**src/rtl/cis_pkg.sv**
```systemverilog
// shared types and constants of the camera interval shot sequencer
package cis_pkg;

	localparam int TICK_COUNT_WIDTH = 12;
	localparam int INTERVAL_W = 12;
	localparam int PULSES_W = 4;
	localparam int CFG_IDX_W = 3;
	localparam int CFG_DATA_W = 12;

	typedef enum logic [4:0] {
		PH_IDLE        = 5'd0,
		PH_KEY_SETTLE  = 5'd1,
		PH_FLASH_HI    = 5'd2,
		PH_FLASH_LO    = 5'd3,
		PH_STARTUP     = 5'd4,
		PH_PWR_PULSE   = 5'd5,
		PH_OFF1        = 5'd6,
		PH_ON1         = 5'd7,
		PH_SHUT_SETTLE = 5'd8,
		PH_SHUT_PULSE  = 5'd9,
		PH_OFF2        = 5'd10,
		PH_ON2         = 5'd11,
		PH_OFF_SETTLE  = 5'd12,
		PH_PWR_HOLD    = 5'd13,
		PH_INTERVAL    = 5'd14,
		PH_EXIT_HI     = 5'd15,
		PH_EXIT_LO     = 5'd16
	} phase_t;

	typedef enum logic [CFG_IDX_W-1:0] {
		REG_INTERVAL      = 3'd0,
		REG_POWER_PULSE   = 3'd1,
		REG_SHUTTER_PULSE = 3'd2,
		REG_SETTLE        = 3'd3,
		REG_STARTUP       = 3'd4,
		REG_FLASH_HALF    = 3'd5,
		REG_FLASH_COUNT   = 3'd6
	} cfg_reg_t;

	typedef struct packed {
		logic [11:0] interval_ticks;
		logic [7:0]  power_pulse_ticks;
		logic [7:0]  shutter_pulse_ticks;
		logic [7:0]  settle_ticks;
		logic [11:0] startup_ticks;
		logic [7:0]  flash_half_ticks;
		logic [3:0]  flash_count;
	} cfg_t;

	typedef struct packed {
		logic       power_drive;
		logic       shutter_drive;
		logic [4:0] phase_code;
	} res_t;

endpackage

```
**src/rtl/cis_cfg_regs.sv**
```systemverilog
// configuration register file of the shot sequencer
module cis_cfg_regs
	import cis_pkg::*;
(
	input  logic                  clk,
	input  logic                  arst_n,
	input  logic                  cfg_valid,
	output logic                  cfg_ready,
	input  logic [CFG_IDX_W-1:0]  cfg_index,
	input  logic [CFG_DATA_W-1:0] cfg_data,
	output cfg_t                  cfg
);

	cfg_t cfg_q;

	assign cfg_ready = 1'b1;
	assign cfg = cfg_q;

	always_ff @(posedge clk or negedge arst_n) begin
		if (!arst_n) begin
			cfg_q.interval_ticks      <= 12'd600;
			cfg_q.power_pulse_ticks   <= 8'd26;
			cfg_q.shutter_pulse_ticks <= 8'd1;
			cfg_q.settle_ticks        <= 8'd2;
			cfg_q.startup_ticks       <= 12'd60;
			cfg_q.flash_half_ticks    <= 8'd2;
			cfg_q.flash_count         <= 4'd5;
		end else if (cfg_valid && cfg_ready) begin
			case (cfg_index)
				REG_INTERVAL:      cfg_q.interval_ticks      <= cfg_data[11:0];
				REG_POWER_PULSE:   cfg_q.power_pulse_ticks   <= cfg_data[7:0];
				REG_SHUTTER_PULSE: cfg_q.shutter_pulse_ticks <= cfg_data[7:0];
				REG_SETTLE:        cfg_q.settle_ticks        <= cfg_data[7:0];
				REG_STARTUP:       cfg_q.startup_ticks       <= cfg_data[11:0];
				REG_FLASH_HALF:    cfg_q.flash_half_ticks    <= cfg_data[7:0];
				REG_FLASH_COUNT:   cfg_q.flash_count         <= cfg_data[3:0];
				default: ;
			endcase
		end
	end

endmodule

```
**src/rtl/cis_phase_core.sv**
```systemverilog
// phase state machine, delay, interval and pulse counters, one update per tick
module cis_phase_core
	import cis_pkg::*;
(
	input  logic clk,
	input  logic arst_n,
	input  logic step_en,
	input  logic button,
	input  logic led_off,
	input  cfg_t cfg,
	output res_t res
);

	phase_t                      phase_q, phase_d;
	logic [TICK_COUNT_WIDTH-1:0] delay_q, delay_d, dly_dec;
	logic [INTERVAL_W-1:0]       interval_q, interval_d;
	logic [PULSES_W-1:0]         pulses_q, pulses_d, pls_dec;
	logic                        dly_done;

	// counters that stop at zero
	assign dly_dec  = (delay_q != '0) ? delay_q - 1'b1 : '0;
	assign dly_done = (dly_dec == '0);
	assign pls_dec  = (pulses_q != '0) ? pulses_q - 1'b1 : '0;

	// next state
	always_comb begin
		phase_d    = phase_q;
		delay_d    = delay_q;
		pulses_d   = pulses_q;
		interval_d = (interval_q != '0) ? interval_q - 1'b1 : '0;
		case (phase_q)
			PH_IDLE: begin
				if (button) begin
					phase_d = PH_KEY_SETTLE;
					delay_d = TICK_COUNT_WIDTH'(cfg.settle_ticks);
				end
			end
			PH_KEY_SETTLE: begin
				delay_d = dly_dec;
				if (dly_done) begin
					pulses_d = cfg.flash_count;
					phase_d  = PH_FLASH_HI;
					delay_d  = TICK_COUNT_WIDTH'(cfg.flash_half_ticks);
				end
			end
			PH_FLASH_HI, PH_EXIT_HI: begin
				delay_d = dly_dec;
				if (dly_done) begin
					phase_d = (phase_q == PH_FLASH_HI) ? PH_FLASH_LO : PH_EXIT_LO;
					delay_d = TICK_COUNT_WIDTH'(cfg.flash_half_ticks);
				end
			end
			PH_FLASH_LO, PH_EXIT_LO: begin
				delay_d = dly_dec;
				if (dly_done) begin
					pulses_d = pls_dec;
					if (pls_dec != '0) begin
						phase_d = (phase_q == PH_FLASH_LO) ? PH_FLASH_HI : PH_EXIT_HI;
						delay_d = TICK_COUNT_WIDTH'(cfg.flash_half_ticks);
					end else if (phase_q == PH_FLASH_LO) begin
						phase_d = PH_STARTUP;
						delay_d = TICK_COUNT_WIDTH'(cfg.startup_ticks);
					end else begin
						phase_d = PH_IDLE;
					end
				end
			end
			PH_STARTUP: begin
				delay_d = dly_dec;
				if (dly_done) begin
					interval_d = cfg.interval_ticks;
					phase_d    = PH_PWR_PULSE;
					delay_d    = TICK_COUNT_WIDTH'(cfg.power_pulse_ticks);
				end
			end
			PH_PWR_PULSE: begin
				delay_d = dly_dec;
				if (dly_done)
					phase_d = PH_OFF1;
			end
			PH_OFF1: begin
				if (led_off)
					phase_d = PH_ON1;
			end
			PH_ON1: begin
				if (!led_off) begin
					phase_d = PH_SHUT_SETTLE;
					delay_d = TICK_COUNT_WIDTH'(cfg.settle_ticks);
				end
			end
			PH_SHUT_SETTLE: begin
				delay_d = dly_dec;
				if (dly_done) begin
					phase_d = PH_SHUT_PULSE;
					delay_d = TICK_COUNT_WIDTH'(cfg.shutter_pulse_ticks);
				end
			end
			PH_SHUT_PULSE: begin
				delay_d = dly_dec;
				if (dly_done)
					phase_d = PH_OFF2;
			end
			PH_OFF2: begin
				if (led_off)
					phase_d = PH_ON2;
			end
			PH_ON2: begin
				if (!led_off) begin
					phase_d = PH_OFF_SETTLE;
					delay_d = TICK_COUNT_WIDTH'(cfg.settle_ticks);
				end
			end
			PH_OFF_SETTLE: begin
				delay_d = dly_dec;
				if (dly_done)
					phase_d = PH_PWR_HOLD;
			end
			PH_PWR_HOLD: begin
				if (led_off)
					phase_d = PH_INTERVAL;
			end
			PH_INTERVAL: begin
				if (interval_d == '0) begin
					interval_d = cfg.interval_ticks;
					phase_d    = PH_PWR_PULSE;
					delay_d    = TICK_COUNT_WIDTH'(cfg.power_pulse_ticks);
				end else if (button) begin
					pulses_d = cfg.flash_count;
					phase_d  = PH_EXIT_HI;
					delay_d  = TICK_COUNT_WIDTH'(cfg.flash_half_ticks);
				end
			end
			default: phase_d = PH_IDLE;
		endcase
	end

	// line drives for the current phase
	always_comb begin
		res.power_drive   = 1'b0;
		res.shutter_drive = 1'b0;
		res.phase_code    = phase_q;
		case (phase_q)
			PH_FLASH_HI, PH_PWR_PULSE, PH_PWR_HOLD, PH_EXIT_HI: res.power_drive = 1'b1;
			PH_SHUT_PULSE: res.shutter_drive = 1'b1;
			default: ;
		endcase
	end

	always_ff @(posedge clk or negedge arst_n) begin
		if (!arst_n) begin
			phase_q    <= PH_IDLE;
			delay_q    <= '0;
			interval_q <= '0;
			pulses_q   <= '0;
		end else if (step_en) begin
			phase_q    <= phase_d;
			delay_q    <= delay_d;
			interval_q <= interval_d;
			pulses_q   <= pulses_d;
		end
	end

`ifndef NO_ASSERTIONS
	a_idle_holds: assert property (@(posedge clk) disable iff (!arst_n)
		step_en && phase_q == PH_IDLE && !button |=> phase_q == PH_IDLE)
		else $error("idle left without a button press");

	a_no_step_holds: assert property (@(posedge clk) disable iff (!arst_n)
		!step_en |=> $stable(phase_q) && $stable(delay_q) && $stable(interval_q))
		else $error("state moved without a tick");

	a_interval_counts: assert property (@(posedge clk) disable iff (!arst_n)
		step_en && interval_q != '0 && phase_q != PH_STARTUP && phase_q != PH_INTERVAL
		|=> interval_q == $past(interval_q) - 1'b1)
		else $error("interval counter did not count down");

	a_led_wait: assert property (@(posedge clk) disable iff (!arst_n)
		step_en && phase_q == PH_OFF1 && !led_off |=> phase_q == PH_OFF1)
		else $error("led wait left while led lit");
`endif

endmodule

```
**src/rtl/camera_interval_shot_sequencer.sv**
```systemverilog
// top level of the camera interval shot sequencer
//
// Each input beat is one 50 ms tick carrying the sampled button and led
// pins; each tick yields exactly one output beat with the power and shutter
// drives and the phase code in force during that tick. One beat is taken
// every clock cycle while the result register is not stalled; a beat passes
// through an input register and the phase update to the result register,
// where its result is held until taken. A stalled result holds the input
// register, which then holds the input. The rate is set by the single
// next-state evaluation of the phase register per tick. Configuration
// writes are taken in any cycle and should be made while no ticks are in flight.
module camera_interval_shot_sequencer
	import cis_pkg::*;
(
	input  logic                  clk,
	input  logic                  arst_n,
	input  logic                  s_axis_tvalid,
	output logic                  s_axis_tready,
	input  logic [7:0]            s_axis_tdata,  // button_level, led_level, zero pad
	output logic                  m_axis_tvalid,
	input  logic                  m_axis_tready,
	output logic [7:0]            m_axis_tdata,  // power_drive, shutter_drive, phase_code[4:0], zero pad
	input  logic                  cfg_valid,
	output logic                  cfg_ready,
	input  logic [CFG_IDX_W-1:0]  cfg_index,
	input  logic [CFG_DATA_W-1:0] cfg_data
);

	cfg_t cfg;
	res_t res;

	logic       valid_s1, button_s1, led_s1;
	logic       out_valid_q;
	logic [7:0] out_data_q;
	logic       adv;

	assign adv           = valid_s1 && (!out_valid_q || m_axis_tready);
	assign s_axis_tready = !valid_s1 || adv;
	assign m_axis_tvalid = out_valid_q;
	assign m_axis_tdata  = out_data_q;

	cis_cfg_regs u_cfg (
		.clk       (clk),
		.arst_n    (arst_n),
		.cfg_valid (cfg_valid),
		.cfg_ready (cfg_ready),
		.cfg_index (cfg_index),
		.cfg_data  (cfg_data),
		.cfg       (cfg)
	);

	cis_phase_core u_core (
		.clk     (clk),
		.arst_n  (arst_n),
		.step_en (adv),
		.button  (button_s1),
		.led_off (led_s1),
		.cfg     (cfg),
		.res     (res)
	);

	// input register
	always_ff @(posedge clk or negedge arst_n) begin
		if (!arst_n) begin
			valid_s1 <= 1'b0;
		end else if (s_axis_tvalid && s_axis_tready) begin
			valid_s1 <= 1'b1;
		end else if (adv) begin
			valid_s1 <= 1'b0;
		end
	end

	always_ff @(posedge clk) begin
		if (s_axis_tvalid && s_axis_tready) begin
			button_s1 <= s_axis_tdata[0];
			led_s1    <= s_axis_tdata[1];
		end
	end

	// result register
	always_ff @(posedge clk or negedge arst_n) begin
		if (!arst_n) begin
			out_valid_q <= 1'b0;
		end else if (adv) begin
			out_valid_q <= 1'b1;
		end else if (m_axis_tready) begin
			out_valid_q <= 1'b0;
		end
	end

	always_ff @(posedge clk) begin
		if (adv)
			out_data_q <= {1'b0, res.phase_code, res.shutter_drive, res.power_drive};
	end

`ifndef NO_ASSERTIONS
	a_s1_held: assert property (@(posedge clk) disable iff (!arst_n)
		valid_s1 && !adv |=> valid_s1 && $stable(button_s1) && $stable(led_s1))
		else $error("stalled tick lost from input register");

	a_adv_fills_out: assert property (@(posedge clk) disable iff (!arst_n)
		adv |=> out_valid_q)
		else $error("processed tick gave no result");

	a_no_overwrite: assert property (@(posedge clk) disable iff (!arst_n)
		out_valid_q && !m_axis_tready |-> !adv)
		else $error("pending result overwritten");
`endif

endmodule

```
**config.mk**
```make
export PLATFORM = sky130hd
export DESIGN_NAME = camera_interval_shot_sequencer
export DESIGN_NICKNAME = d
export VERILOG_FILES = /design/src/rtl/cis_pkg.sv /design/src/rtl/cis_cfg_regs.sv /design/src/rtl/cis_phase_core.sv /design/src/rtl/camera_interval_shot_sequencer.sv
export SDC_FILE = /design/constraint.sdc
export NUM_CORES = 1
export LEC_CHECK = 0
export BUFFER_PORTS_ARGS = -buffer_cell sky130_fd_sc_hd__buf_2
export CAP_MARGIN = 40
export CORE_UTILIZATION = 35
export CTS_BUF_LIST = sky130_fd_sc_hd__clkbuf_16
export CTS_CLUSTER_SIZE = 14
export DETAILED_ROUTE_END_ITERATION = 12
export PLACE_DENSITY = 0.48
export REMOVE_ABC_BUFFERS = 1
export SLEW_MARGIN = 20
export SYNTH_ARGS = -nofsm -noshare
export SYNTH_HDL_FRONTEND = slang
export SYNTH_SLANG_ARGS = --single-unit
```
**constraint.sdc**
```tcl
create_clock -name clk -period 3.9 [get_ports clk]
set_input_delay 0.78 -clock clk [delete_from_list [all_inputs] [get_ports clk]]
set_output_delay 0.78 -clock clk [all_outputs]
set_load 0.03 [all_outputs]
```
==> impl_results.md <==
* Status: finished, final reports clean
* CTS Hold Bufs at 0
* Fillers at between 1500 and 2000
* Slowest stage delay, CP at roughly 0.58 ns
* Top_reg_cell synth: dfrtp_1
* Die X at roughly 140 um
* Number of remaining DRC errors at 0
* Setup crit start: u_core.interval_q[0]
* CP endpoint kind: register
* Vias/cell at 5.90
* Area grow syn2layout at 11.4%
* WP data arrival at roughly 3.6 ns
* CTS buffer count at 9
* Vias at approximately 5200
* Synth warnings at 0
* Yosys top cell by area: dfrtp_1
* Total congestion overflow at 0
* CP Cell Sequence: inv_1 > ha_1 > or3b_2 > nand3_1 > a31oi_1 > a21oi_4 > o21a_1 > a22oi_2 > a2111oi_0 > a21oi_1
* CTS root buf: clkbuf_16
* Worst Clk Skew at around 0.011 ns
* Routability cong. at 0.839
* Antenna Nets Post-Route at 0
* CTS resizes at 0
* Seq pwr share at about a third
* Setup bufs post-CTS at 0
* Final setup violation count at 0
* Drt pass-1 iters at 5
* Share of layout cells above drive strength 1 at roughly a quarter
* TritonCTS clock tree: yes
* Worst reg2reg path startpoint: u_core.interval_q[0]
* RSZ-0062 raised after global routing: no
* Switching share of total power at between 40 and 50%
* Core Box Area at approximately 17000 um^2
* Post-synth EDFFs at 9
* Vias in the first global route at roughly 5000
* Clock share of power at a little under a fifth
* Drt wl/cell at a little under 20 um
* Most common library cell in the layout ignoring fill and taps: dfrtp_1
* Most frequent cells in the layout: dfrtp_1, mux2_2, o21ai_0
* Worst-path clk slew at 0.08 ns
* Setup crit start kind: register
* Clock sinks at between 100 and 150
* Min cycle time layout at 3.35 ns
* Starting Density at roughly 36%
* Synth Instances at approximately 630
* Final WL at 17400 um
* CTS Buffer Depth at 2
* Peak supply drop at roughly 0.0003 V
* Total Nets Final at roughly 700
* Kind of critical path: register to register
* Critical path's top delay family: compound AO/OA/AOI/OAI gates
* Final hold slack at about 0.33 ns
* All-Layer GR Usage at roughly a fifth
* Net Switching at about 2.1 mW
* Clock latency at the later pin of the worst-skew pair at 0.36 ns
* WP buf/inv at 1
* Final hold violation count at 0
* Tot Pwr at between 4 and 5 mW
* Comb pwr share at approximately 47%
* PwrDens at just over 700 nW/um^2
* Die height at 135 um
* Flops & latches, synth at between 100 and 150
* Initial DRC Count at ~560
* Die area at approximately 18000 um^2
* F_max at just under 300 MHz
* Max cap viols at 0
* Mapped Area at roughly 6200 um^2
* Ys async rst share at 91.3%
* Highest-delay cell along the critical path: or3b_2
* Largest net degree at the start of global routing at 58
* Synth area leaders: dfrtp_1, mux2_2, dfstp_2, edfxtp_1, o21ai_0
* Fin crit share at a little under nine tenths
* Number of library cell types mapped by synthesis at 85
* Final TNS setup at 0 ns
* Number of diodes at 0
* Syn avg cell area at just under 10 um^2
* I/O pins at 39
* Rel. slew slack at 45.5%
* Slew @ Worst Pin at 0.818 ns
* Post-synth top area share at 31.7%
* Worst hold path type: input pin to async pin
* Hpwl dp at roughly 12000 um
* Final core utilization at about two fifths
* IO Port Bufs at 30
* Int Pwr at 2.82 mW
* # rows at 48
* Initial antenna violation count at 0
* Crit path max fanout at 9
* H-tree depth at 3
* Count of pins over their slew limit at 0
* First-pass GRT wire length at 28000 um
* Leakage dissipation at approximately 2.8 nW
* Worst EP required at 4.13 ns
* Seq/Total Area, Yosys at between 40% and 50%
==> Yosys cell counts, types with 4 or more instances <==
library cell / number
o2bb2ai_1: 6
and2_1: 4
a2bb2oi_1: 5
nand3b_1: 5
a221oi_1: 6
clkbuf_1: 26
xnor2_1: 4
inv_1: 17
nand3_1: 9
and3_1: 5
nor3b_1: 6
dfstp_2: 16
buf_6: 4
dfrtp_1: 79
mux2_2: 61
nand2b_1: 10
a222oi_1: 8
ha_1: 5
o21ai_0: 50
edfxtp_1: 9
o22ai_1: 11
nor3_1: 21
buf_2: 8
nor4_1: 9
nand4_1: 5
or3_1: 8
a22oi_1: 10
o31ai_1: 5
nor2_1: 49
nand2_1: 41
a21oi_1: 26
nor2b_1: 5
a31oi_1: 8
==> power groups by stage <==
stage                     Combinational (mW)  Sequential, mW  Clock, mW
final                                   2.31            1.71      0.914
after global routing                    2.55            1.75      0.983
after CTS                               2.28            1.70      0.944
after detailed placement                2.27            1.72          0
after global placement                  2.24            1.71          0
after floorplan                         1.58            1.66          0
==> stage by stage <==
stage	setup slack, ns	cell area, um^2	std cells
global placement	0.727	6610	864
CTS	0.614	6940	881
finish	0.546	6940	881
detailed placement	0.646	6640	865
floorplan	1.06	6010	589
global route	0.330	6940	881
==> worst paths after layout <==
path / slack, ns / cells after the start / endpoint
setup / recovery: 0.55 / 10 / u_core.pulses_q[0]
hold / removal: 0.33 / 1 / u_core.phase_q[4]
setup reg to reg: 0.55 / 10 / u_core.pulses_q[0]
hold reg to reg: 0.50 / 1 / m_axis_tvalid
max in group asynchronous: 2.62 / 3 / u_cfg.cfg[52]
min in group clk: 0.50 / 1 / m_axis_tvalid
==> registers in the layout (all words and copies together) (netlist names) <==
signal	cells
m_axis_tdata	7
m_axis_tvalid	1
button_s1	1
valid_s1	1
u_core.delay_q	12
u_core.pulses_q	4
u_core.interval_q	12
led_s1	1
u_core.phase_q	5
u_cfg.cfg	60
==> routing by layer <==
metal  vias to the layer above  track usage [%]  routed length (um)
met3                        17             4.30                1050
met2                       190             30.3                7780
met4                         0             5.68                 229
li1                       2435                -                   -
met1                      2553             28.7                8300
met5                         -                0                   0
==> cells by family (layout without fill, tap and decap cells) <==
kind of cell	count (synthesis)	after routing	share of synthesized area (%)
AO/OA/AOI/OAI	190	190	21.5
XOR/XNOR	7	7	0.985
adder cells (fa/ha/maj)	5	5	1.00
buffers and inverters	60	84	4.44
flip-flops	104	104	42.8
multiplexers	64	64	11.5
other	2	2	0.121
AND/OR/NAND/NOR	200	200	17.6
==> area by class of cell <==
cell class                      count  area [um^2]  area share [%]
Multi-Input combinational cell    468         3290            47.5
Sequential cell                   104         2670            38.5
Timing Repair Buffer               51          330            4.76
Tap cell                          225          282            4.06
Clock buffer                       10          250            3.61
Inverter                           17         63.8           0.920
Clock inverter                      6         50.0           0.722
No activity file was read; power rests on OpenSTA's default activity.
